$ cat src/hdl/assert_macros.svh
// assertion macros used by the rtl top
// each macro expects clk_i and rst_ni in the scope where it is used
`ifndef ASSERT_MACROS_SVH
`define ASSERT_MACROS_SVH

// implication checked at every clock edge outside reset
`define HSFC_ASSERT_IMPL(lbl, ante, cons, msg) \
  lbl: assert property (@(posedge clk_i) disable iff (!rst_ni) (ante) |-> (cons)) \
    else $error(msg);

// implication checked in the cycle after the antecedent
`define HSFC_ASSERT_NEXT(lbl, ante, cons, msg) \
  lbl: assert property (@(posedge clk_i) disable iff (!rst_ni) (ante) |=> (cons)) \
    else $error(msg);

`endif

$ cat src/hdl/hsfc_pkg.sv
// package for the half/single float converter
// holds field widths, format constants and the operand class type
package hsfc_pkg;

  localparam int unsigned WORD_W     = 32;
  localparam int unsigned S_EXP_W    = 8;
  localparam int unsigned S_MANT_W   = 23;
  localparam int unsigned H_EXP_W    = 5;
  localparam int unsigned H_MANT_W   = 10;
  localparam int unsigned SHAMT_W    = 5;
  localparam int unsigned POS_W      = 4;

  // direction codes
  localparam logic ACT_S2H = 1'b0;
  localparam logic ACT_H2S = 1'b1;

  // single exponent field thresholds for the narrowing path
  localparam logic [S_EXP_W-1:0] S_EXP_UNDER  = 8'd102;  // below: flushed to +0
  localparam logic [S_EXP_W-1:0] S_EXP_DENMAX = 8'd112;  // up to here: half denormal
  localparam logic [S_EXP_W-1:0] S_EXP_OVER   = 8'd143;  // from here: infinity
  localparam logic [S_EXP_W-1:0] S_EXP_ONES   = 8'hFF;
  localparam logic [S_EXP_W-1:0] REBIAS       = 8'd112;  // 127 - 15
  localparam logic [S_EXP_W-1:0] DEN_SHIFT_OFS = 8'd126; // 113 - e plus 13 mantissa gap
  localparam logic [S_EXP_W-1:0] DEN_EXP_OFS  = 8'd103;  // 127 - 15 - 10 + 1

  localparam logic [H_EXP_W-1:0]  H_EXP_ONES  = 5'h1F;
  localparam logic [H_MANT_W-1:0] H_MANT_ONES = 10'h3FF;
  localparam logic [POS_W-1:0]    H_MANT_BITS = 4'd10;

  typedef enum logic [2:0] {
    CLS_ZERO,
    CLS_DEN,
    CLS_NORM,
    CLS_INF,
    CLS_NAN
  } cls_e;

endpackage

$ cat src/hdl/hsfc_if.sv
// valid/ready channel interfaces of the half/single float converter
// depends on hsfc_pkg for the payload widths
interface hsfc_in_if;
  logic                        valid;
  logic                        ready;
  logic                        action;
  logic [hsfc_pkg::WORD_W-1:0] operand;
  logic                        item_last;

  modport source (output valid, action, operand, item_last, input ready);
  modport sink (input valid, action, operand, item_last, output ready);
endinterface

interface hsfc_out_if;
  logic                        valid;
  logic                        ready;
  logic [hsfc_pkg::WORD_W-1:0] converted;
  logic                        result_last;

  modport source (output valid, converted, result_last, input ready);
  modport sink (input valid, converted, result_last, output ready);
endinterface

$ cat src/hdl/half_single_float_converter_top.sv
// half/single float converter, three register stages
// depends on hsfc_pkg, hsfc_if.sv (channel interfaces) and assert_macros.svh
//
// usage:
// - src_i carries one operand per transfer: action 0 narrows a single pattern
//   to half, action 1 widens the half pattern in operand[15:0] to single
// - dst_o returns one converted pattern per item, half results zero-extended,
//   with result_last a copy of item_last
// - an input transfer reaches valid on dst_o through the three stages (classify
//   and leading-one search, mantissa shift, result assembly), each registered
// - throughput is one item per cycle while dst_o is not stalled
// - when dst_o is stalled with a result waiting, the whole pipe holds and
//   src_i.ready drops; nothing is dropped or repeated, and empty stages do
//   not block the pipe from moving
// - reset clears the stage valid bits only; there is no state between items
`include "assert_macros.svh"

module half_single_float_converter_top (
  input  logic        clk_i,
  input  logic        rst_ni,
  hsfc_in_if.sink     src_i,
  hsfc_out_if.source  dst_o
);

  // pipe advance: move when the output slot is empty or being taken
  logic adv;
  assign adv         = !dst_o.valid || dst_o.ready;
  assign src_i.ready = adv;

  // ---------------------------------------------------------------------------
  // stage 1: classify the operand, leading-one search for half denormals
  // ---------------------------------------------------------------------------
  logic                              s1_vld_q;
  logic                              s1_dir_q, s1_last_q, s1_sign_q;
  hsfc_pkg::cls_e                    s1_cls_q;
  logic [hsfc_pkg::S_EXP_W-1:0]      s1_exp_q;
  logic [hsfc_pkg::S_MANT_W-1:0]     s1_mant_q;
  logic [hsfc_pkg::SHAMT_W-1:0]      s1_shamt_q;

  logic                              s1_sign_d;
  hsfc_pkg::cls_e                    s1_cls_d;
  logic [hsfc_pkg::S_EXP_W-1:0]      s1_exp_d;
  logic [hsfc_pkg::S_MANT_W-1:0]     s1_mant_d;
  logic [hsfc_pkg::SHAMT_W-1:0]      s1_shamt_d;

  logic [hsfc_pkg::S_EXP_W-1:0]      in_sexp;
  logic [hsfc_pkg::H_EXP_W-1:0]      in_hexp;
  logic [hsfc_pkg::H_MANT_W-1:0]     in_hmant;
  logic [hsfc_pkg::POS_W-1:0]        lead_pos;

  assign in_sexp  = src_i.operand[30:23];
  assign in_hexp  = src_i.operand[14:10];
  assign in_hmant = src_i.operand[9:0];

  // priority encoder: highest set bit wins
  always_comb begin
    lead_pos = '0;
    for (int i = 0; i < hsfc_pkg::H_MANT_W; i++) begin
      if (in_hmant[i]) begin
        lead_pos = hsfc_pkg::POS_W'(i);
      end
    end
  end

  always_comb begin
    s1_shamt_d = '0;
    if (src_i.action == hsfc_pkg::ACT_S2H) begin
      s1_sign_d = src_i.operand[31];
      s1_exp_d  = in_sexp;
      s1_mant_d = src_i.operand[22:0];
      if (in_sexp < hsfc_pkg::S_EXP_UNDER) begin
        // underflow flushes to +0, sign dropped
        s1_cls_d  = hsfc_pkg::CLS_ZERO;
        s1_sign_d = 1'b0;
      end else if (in_sexp <= hsfc_pkg::S_EXP_DENMAX) begin
        s1_cls_d   = hsfc_pkg::CLS_DEN;
        // total right shift including the 13-bit mantissa gap: 14..24
        s1_shamt_d = hsfc_pkg::SHAMT_W'(hsfc_pkg::DEN_SHIFT_OFS - in_sexp);
      end else if (in_sexp == hsfc_pkg::S_EXP_ONES) begin
        s1_cls_d = hsfc_pkg::CLS_NAN;  // inf handled as nan with empty payload
      end else if (in_sexp >= hsfc_pkg::S_EXP_OVER) begin
        s1_cls_d = hsfc_pkg::CLS_INF;
      end else begin
        s1_cls_d = hsfc_pkg::CLS_NORM;
      end
    end else begin
      s1_sign_d = src_i.operand[15];
      s1_exp_d  = hsfc_pkg::S_EXP_W'(in_hexp);
      s1_mant_d = hsfc_pkg::S_MANT_W'(in_hmant);
      if (in_hexp == '0) begin
        if (in_hmant == '0) begin
          s1_cls_d = hsfc_pkg::CLS_ZERO;
        end else begin
          s1_cls_d   = hsfc_pkg::CLS_DEN;
          s1_shamt_d = hsfc_pkg::SHAMT_W'(lead_pos);
        end
      end else if (in_hexp == hsfc_pkg::H_EXP_ONES) begin
        s1_cls_d = (in_hmant == '0) ? hsfc_pkg::CLS_INF : hsfc_pkg::CLS_NAN;
      end else begin
        s1_cls_d = hsfc_pkg::CLS_NORM;
      end
    end
  end

  // ---------------------------------------------------------------------------
  // stage 2: exponent rebias and mantissa shifts
  // ---------------------------------------------------------------------------
  logic                              s2_vld_q;
  logic                              s2_dir_q, s2_last_q, s2_sign_q;
  logic [hsfc_pkg::S_EXP_W-1:0]      s2_exp_q, s2_exp_d;
  logic [hsfc_pkg::S_MANT_W-1:0]     s2_mant_q, s2_mant_d;

  logic [hsfc_pkg::S_MANT_W:0]       den_full;
  logic [hsfc_pkg::H_MANT_W-1:0]     nan_trunc;
  logic [hsfc_pkg::H_MANT_W-1:0]     h_mant;
  logic [hsfc_pkg::H_MANT_W-1:0]     h_norm;
  logic [hsfc_pkg::POS_W-1:0]        h_lsh;

  assign den_full  = {1'b1, s1_mant_q} >> s1_shamt_q;
  assign nan_trunc = s1_mant_q[22:13];
  assign h_mant    = s1_mant_q[hsfc_pkg::H_MANT_W-1:0];
  assign h_lsh     = hsfc_pkg::H_MANT_BITS - s1_shamt_q[hsfc_pkg::POS_W-1:0];
  assign h_norm    = h_mant << h_lsh;  // drops the leading one

  always_comb begin
    s2_exp_d  = '0;
    s2_mant_d = '0;
    if (s1_dir_q == hsfc_pkg::ACT_S2H) begin
      case (s1_cls_q)
        hsfc_pkg::CLS_ZERO: ;
        hsfc_pkg::CLS_DEN: begin
          s2_mant_d = hsfc_pkg::S_MANT_W'(den_full[hsfc_pkg::H_MANT_W-1:0]);
        end
        hsfc_pkg::CLS_NORM: begin
          s2_exp_d  = s1_exp_q - hsfc_pkg::REBIAS;
          s2_mant_d = hsfc_pkg::S_MANT_W'(nan_trunc);
        end
        hsfc_pkg::CLS_INF: begin
          s2_exp_d = hsfc_pkg::S_EXP_W'(hsfc_pkg::H_EXP_ONES);
        end
        hsfc_pkg::CLS_NAN: begin
          s2_exp_d = hsfc_pkg::S_EXP_W'(hsfc_pkg::H_EXP_ONES);
          // keep a nan a nan when the payload truncates to nothing
          if (s1_mant_q != '0 && nan_trunc == '0) begin
            s2_mant_d = hsfc_pkg::S_MANT_W'(1);
          end else begin
            s2_mant_d = hsfc_pkg::S_MANT_W'(nan_trunc);
          end
        end
        default: ;
      endcase
    end else begin
      case (s1_cls_q)
        hsfc_pkg::CLS_ZERO: ;
        hsfc_pkg::CLS_DEN: begin
          s2_exp_d  = hsfc_pkg::S_EXP_W'(s1_shamt_q) + hsfc_pkg::DEN_EXP_OFS;
          s2_mant_d = {h_norm, 13'b0};
        end
        hsfc_pkg::CLS_NORM: begin
          s2_exp_d  = s1_exp_q + hsfc_pkg::REBIAS;
          s2_mant_d = {h_mant, 13'b0};
        end
        hsfc_pkg::CLS_INF: begin
          s2_exp_d = hsfc_pkg::S_EXP_ONES;
        end
        hsfc_pkg::CLS_NAN: begin
          s2_exp_d = hsfc_pkg::S_EXP_ONES;
          if (h_mant == hsfc_pkg::H_MANT_ONES) begin
            s2_mant_d = '1;
          end else begin
            s2_mant_d = {h_mant, 13'b0};
          end
        end
        default: ;
      endcase
    end
  end

  // ---------------------------------------------------------------------------
  // stage 3: pack into the output format, output register
  // ---------------------------------------------------------------------------
  logic                          s3_vld_q;
  logic                          s3_last_q;
  logic [hsfc_pkg::WORD_W-1:0]   s3_word_q, s3_word_d;

  always_comb begin
    if (s2_dir_q == hsfc_pkg::ACT_S2H) begin
      s3_word_d = {16'b0, s2_sign_q, s2_exp_q[hsfc_pkg::H_EXP_W-1:0],
                   s2_mant_q[hsfc_pkg::H_MANT_W-1:0]};
    end else begin
      s3_word_d = {s2_sign_q, s2_exp_q, s2_mant_q};
    end
  end

  // valid bits, reset
  always_ff @(posedge clk_i or negedge rst_ni) begin
    if (!rst_ni) begin
      s1_vld_q <= 1'b0;
      s2_vld_q <= 1'b0;
      s3_vld_q <= 1'b0;
    end else if (adv) begin
      s1_vld_q <= src_i.valid;
      s2_vld_q <= s1_vld_q;
      s3_vld_q <= s2_vld_q;
    end
  end

  // payload, no reset
  always_ff @(posedge clk_i) begin
    if (adv) begin
      s1_dir_q   <= src_i.action;
      s1_last_q  <= src_i.item_last;
      s1_sign_q  <= s1_sign_d;
      s1_cls_q   <= s1_cls_d;
      s1_exp_q   <= s1_exp_d;
      s1_mant_q  <= s1_mant_d;
      s1_shamt_q <= s1_shamt_d;
      s2_dir_q   <= s1_dir_q;
      s2_last_q  <= s1_last_q;
      s2_sign_q  <= s1_sign_q;
      s2_exp_q   <= s2_exp_d;
      s2_mant_q  <= s2_mant_d;
      s3_last_q  <= s2_last_q;
      s3_word_q  <= s3_word_d;
    end
  end

  assign dst_o.valid       = s3_vld_q;
  assign dst_o.converted   = s3_word_q;
  assign dst_o.result_last = s3_last_q;

  // ---------------------------------------------------------------------------
  // assertions
  // ---------------------------------------------------------------------------
  // a stalled result is neither lost nor replaced
  `HSFC_ASSERT_NEXT(a_out_held, s3_vld_q && !dst_o.ready, s3_vld_q && $stable(s3_word_q),
    "output result changed while stalled")
  // a half result never has bits above the low half set
  `HSFC_ASSERT_NEXT(a_half_zext, adv && s2_vld_q && s2_dir_q == hsfc_pkg::ACT_S2H,
    s3_word_q[31:16] == 16'b0, "half result not zero-extended")
  // normalized half denormals land in the single exponent range 103..112
  `HSFC_ASSERT_NEXT(a_den_exp,
    adv && s1_vld_q && s1_dir_q == hsfc_pkg::ACT_H2S && s1_cls_q == hsfc_pkg::CLS_DEN,
    s2_exp_q >= hsfc_pkg::DEN_EXP_OFS && s2_exp_q <= hsfc_pkg::REBIAS,
    "half denormal exponent out of range")
  // pipe holds when the output is stalled
  `HSFC_ASSERT_IMPL(a_stall_hold, s3_vld_q && !dst_o.ready, !src_i.ready,
    "input taken while output stalled")

endmodule

$ cat src/flat_wrapper.sv
// flat-port wrapper written by rule: the top's interface ports become plain ports
module half_single_float_converter_top_flat 
  (clk_i, rst_ni, src_i_valid, src_i_action, src_i_operand, src_i_item_last, src_i_ready, dst_o_valid, dst_o_converted, dst_o_result_last, dst_o_ready);
  hsfc_in_if src_i_i ();
  hsfc_out_if dst_o_i ();
  input  logic clk_i;
  input  logic rst_ni;
  input wire logic [$bits(src_i_i.valid)-1:0] src_i_valid;
  input wire logic [$bits(src_i_i.action)-1:0] src_i_action;
  input wire logic [$bits(src_i_i.operand)-1:0] src_i_operand;
  input wire logic [$bits(src_i_i.item_last)-1:0] src_i_item_last;
  output wire logic [$bits(src_i_i.ready)-1:0] src_i_ready;
  output wire logic [$bits(dst_o_i.valid)-1:0] dst_o_valid;
  output wire logic [$bits(dst_o_i.converted)-1:0] dst_o_converted;
  output wire logic [$bits(dst_o_i.result_last)-1:0] dst_o_result_last;
  input wire logic [$bits(dst_o_i.ready)-1:0] dst_o_ready;
  assign src_i_i.valid = src_i_valid;
  assign src_i_i.action = src_i_action;
  assign src_i_i.operand = src_i_operand;
  assign src_i_i.item_last = src_i_item_last;
  assign src_i_ready = src_i_i.ready;
  assign dst_o_valid = dst_o_i.valid;
  assign dst_o_converted = dst_o_i.converted;
  assign dst_o_result_last = dst_o_i.result_last;
  assign dst_o_i.ready = dst_o_ready;
  half_single_float_converter_top u_core (.clk_i(clk_i), .rst_ni(rst_ni), .src_i(src_i_i), .dst_o(dst_o_i));
endmodule
$ cat config.mk
export PLATFORM = sky130hd
export DESIGN_NAME = half_single_float_converter_top_flat
export DESIGN_NICKNAME = d
export VERILOG_FILES = /design/src/hdl/hsfc_pkg.sv /design/src/hdl/hsfc_if.sv /design/src/hdl/half_single_float_converter_top.sv /design/src/flat_wrapper.sv
export VERILOG_INCLUDE_DIRS = /design/src /design/src/hdl
export SDC_FILE = /design/constraint.sdc
export NUM_CORES = 1
export LEC_CHECK = 0
export BUFFER_PORTS_ARGS = -buffer_cell sky130_fd_sc_hd__buf_4
export CAP_MARGIN = 0
export CORE_MARGIN = 3
export CORE_UTILIZATION = 45
export CTS_BUF_LIST = sky130_fd_sc_hd__clkbuf_8
export DETAILED_ROUTE_END_ITERATION = 6
export GPL_ROUTABILITY_DRIVEN = 1
export MAX_ROUTING_LAYER = met4
export PLACE_DENSITY_LB_ADDON = 0.12
export SYNTH_ARGS = -nofsm -noshare
export SYNTH_HDL_FRONTEND = slang
export SYNTH_SLANG_ARGS = --single-unit
$ cat constraint.sdc
create_clock -name clk_i -period 8 [get_ports clk_i]
set_clock_uncertainty 0.05 [all_clocks]
set_input_delay 1.6 -clock clk_i [delete_from_list [all_inputs] [get_ports clk_i]]
set_output_delay 1.6 -clock clk_i [all_outputs]
set_load 0.03 [all_outputs]
==> metrics.csv <==
metric,value,unit
status,finished clean,
cts_setup_buffers,0,
synth_cell_types,58,
finalSetupTns,0,ns
synth_area_per_cell,11.4,um^2
cts_sinks,110,
p_int,1150,uW
critPathLaunch,dst_o_ready,
core,13300,um^2
ys_warn_count,0,
fp-row-count,42,
fp.dieW,123,um
peakVddDrop,0.0938,mV
r2r-end,u_core.s2_mant_q[20],
drt-initial-drc-count,316,
clk_latency,0.39,ns
seq_area_frac_synth,53.1,%
p_sw,650,uW
grt_pass1_vias,4168,
cts_buffers,9,
grt_pass1_wl,22300,um
cp_max_fo,45,
drt-total-wl,14000,um
timing.fmax,245,MHz
synth_cells,541,
antenna_cells,0,
ctsHoldBuffers,0,
hold_path.class,register to register,
start_kind,input pin,
io_pins,73,
ys_top_cells_by_area,"edfxtp_1 52%, mux2i_1 5.7%, mux2_2 4.2%, o21ai_0 3.7%, mux4_2 3.3%",
io_buffers,72,
hpwl,9850,um
synth-edff-count,107,
fin_nets,637,
r2r_start,u_core.s1_shamt_q[0],
relSlewSlack,45.0,%
gp_congestion,0.911,
hold-path-cell-count,0,
layout-area-overhead-vs-synth,12.7,%
layout_min_cycle_time,4.08,ns
drc,0,
sw_frac_of_total,36.1,%
hp-start,u_core.s2_mant_q[7],
synth_top_cell_by_area,edfxtp_1,
yosys-top-cells-count,"107 x edfxtp_1, 46 x o21ai_0, 41 x nand2_1, 35 x mux2i_1, 30 x nor2_1",
hold_viol,0,
via_count,4370,
synth_ff_type,edfxtp_1,
worst_ep_required_time,6.35,ns
die-area,15200,um^2
htree_levels,3,
viasPerCell,5.66,
async_flop_share,2.73,%
drv_slew,0,
drtPass1Iterations,5,
crit_path_end_kind,output port,
synth_nets,587,
whs_endpoint,u_core.dst_o.converted[7],
p_leak,0.00266,uW
final_util,52.3,%
die_h,123,um
yosysMostFrequentCell,edfxtp_1,
grtUsageTotal,19.8,%
fin_crit_sh,51.0,%
grt_antenna_before_repair,0,
cts_tree,done,
start_util,46.4,%
seqPwrFrac,49.0,%
wl_per_cell,18.1,um
r2r_slack,4.27,ns
synth_top_area_share,51.9,%
grt_max_degree,68,
cts_root_buf,clkbuf_8,
maxCapViolCount,0,
reg2reg_depth,8,
arrival,2.43,ns
setup_viol,0,
rsz0062_at_grt,no,
ant_nets,0,
clockBufferDepth,2,
powerDensity,258,nW/um^2
syn_area,6190,um^2
path_class,input pin to output port,
drive_above_1_share,21.6,%
power_frac_clock,17.5,%
grt_overflow_total,0,
clk_pin_slew,0.10,ns
ctsResizeCount,0,
worstMarginPinSlew,0.820,ns
p_comb_share,33.5,%
ys_seq_elements,110,
[placed cells by master, fill, tap and decap left out, types with 3 or more instances in the layout]
cell and instances:
mux2_2 23, xnor2_1 7, and3_1 4, ha_1 8
nor2_1 30, o21ai_0 46, nor3b_1 3, buf_4 77
o22ai_1 4, edfxtp_1 107, mux2i_1 35, nand2_1 41
o21ai_1 4, a22oi_1 10, mux4_2 9, a21oi_1 23
nand4_1 3, nand2b_1 7, xor2_1 5, clkbuf_8 9
nand3_1 16, dfrtp_1 3, nor4_1 4, nor2b_1 18
inv_1 16, a221o_1 3, nor3_1 10, o21a_1 5
and2_1 17, o211ai_1 9, a31oi_1 3
[cell type report]
cell class	count	area [um^2]
Clock buffer	9	124
Clock inverter	7	56.3
Fill cell	1206	6370
Inverter	18	67.6
Multi-Input combinational cell	375	2640
Sequential cell	110	3290
Tap cell	176	220
Timing Repair Buffer	77	578
[registers in the layout (all words and copies together) (netlist names), 3 cells and up]
name                    cells
u_core.dst_o.converted     32
u_core.s1_cls_q             3
u_core.s1_exp_q             8
u_core.s1_mant_q           23
u_core.s1_shamt_q           5
u_core.s2_exp_q             8
u_core.s2_mant_q           21
[worst max path at each step]
stage,to,slack [ns]
global placement,src_i_ready,3.93
detailed placement,src_i_ready,3.90
floorplan,src_i_ready,1.88
global route,src_i_ready,3.85
finish,src_i_ready,3.92
CTS,src_i_ready,3.90
[worst max-delay path: stages]
cell	delay (ns)
buf_4	0.08
nand2b_4	0.48
buf_4	0.27
[cells by family (layout without fill, tap and decap cells)]
group	count (synthesis)	in the layout	synth area share, %
compound gates	127	127	13.1
simple gates	161	161	13.1
flops	110	110	53.1
mux	67	67	13.1
xor+xnor	12	12	1.70
buf+inv	56	111	4.32
fa+ha+maj	8	8	1.62
[metal layers]
| metal | up-vias | GRT usage [%] | wire length, um |
|---|---|---|---|
| met3 | 23 | 3.25 | 820 |
| met5 | - | - | 0 |
| met1 | 2058 | 28.8 | 6700 |
| met2 | 162 | 28.2 | 6210 |
| met4 | 0 | 6.71 | 244 |
| li1 | 2127 | - | - |
[metrics by stage]
step                instances  setup slack (ns)  power (uW)  cell area, um^2  hold slack (ns)
floorplan                 541              1.88        1320             6190            0.350
global placement          756              3.93        1490             6800            0.351
detailed placement        756              3.90        1500             6800            0.356
CTS                       772              3.90        1810             6980            0.380
global route              772              3.85        1910             6980            0.392
finish                    772              3.92        1800             6980            0.378
[power by group through the flow]
stage | sequential [uW] | clock [uW] | combinational (uW)
after floorplan | 954 | 0 | 365
after global placement | 892 | 0 | 601
after detailed placement | 897 | 0 | 601
after CTS | 883 | 327 | 603
after global routing | 899 | 349 | 660
final | 882 | 316 | 604
Note: power is estimated with default switching activity, not from simulation.
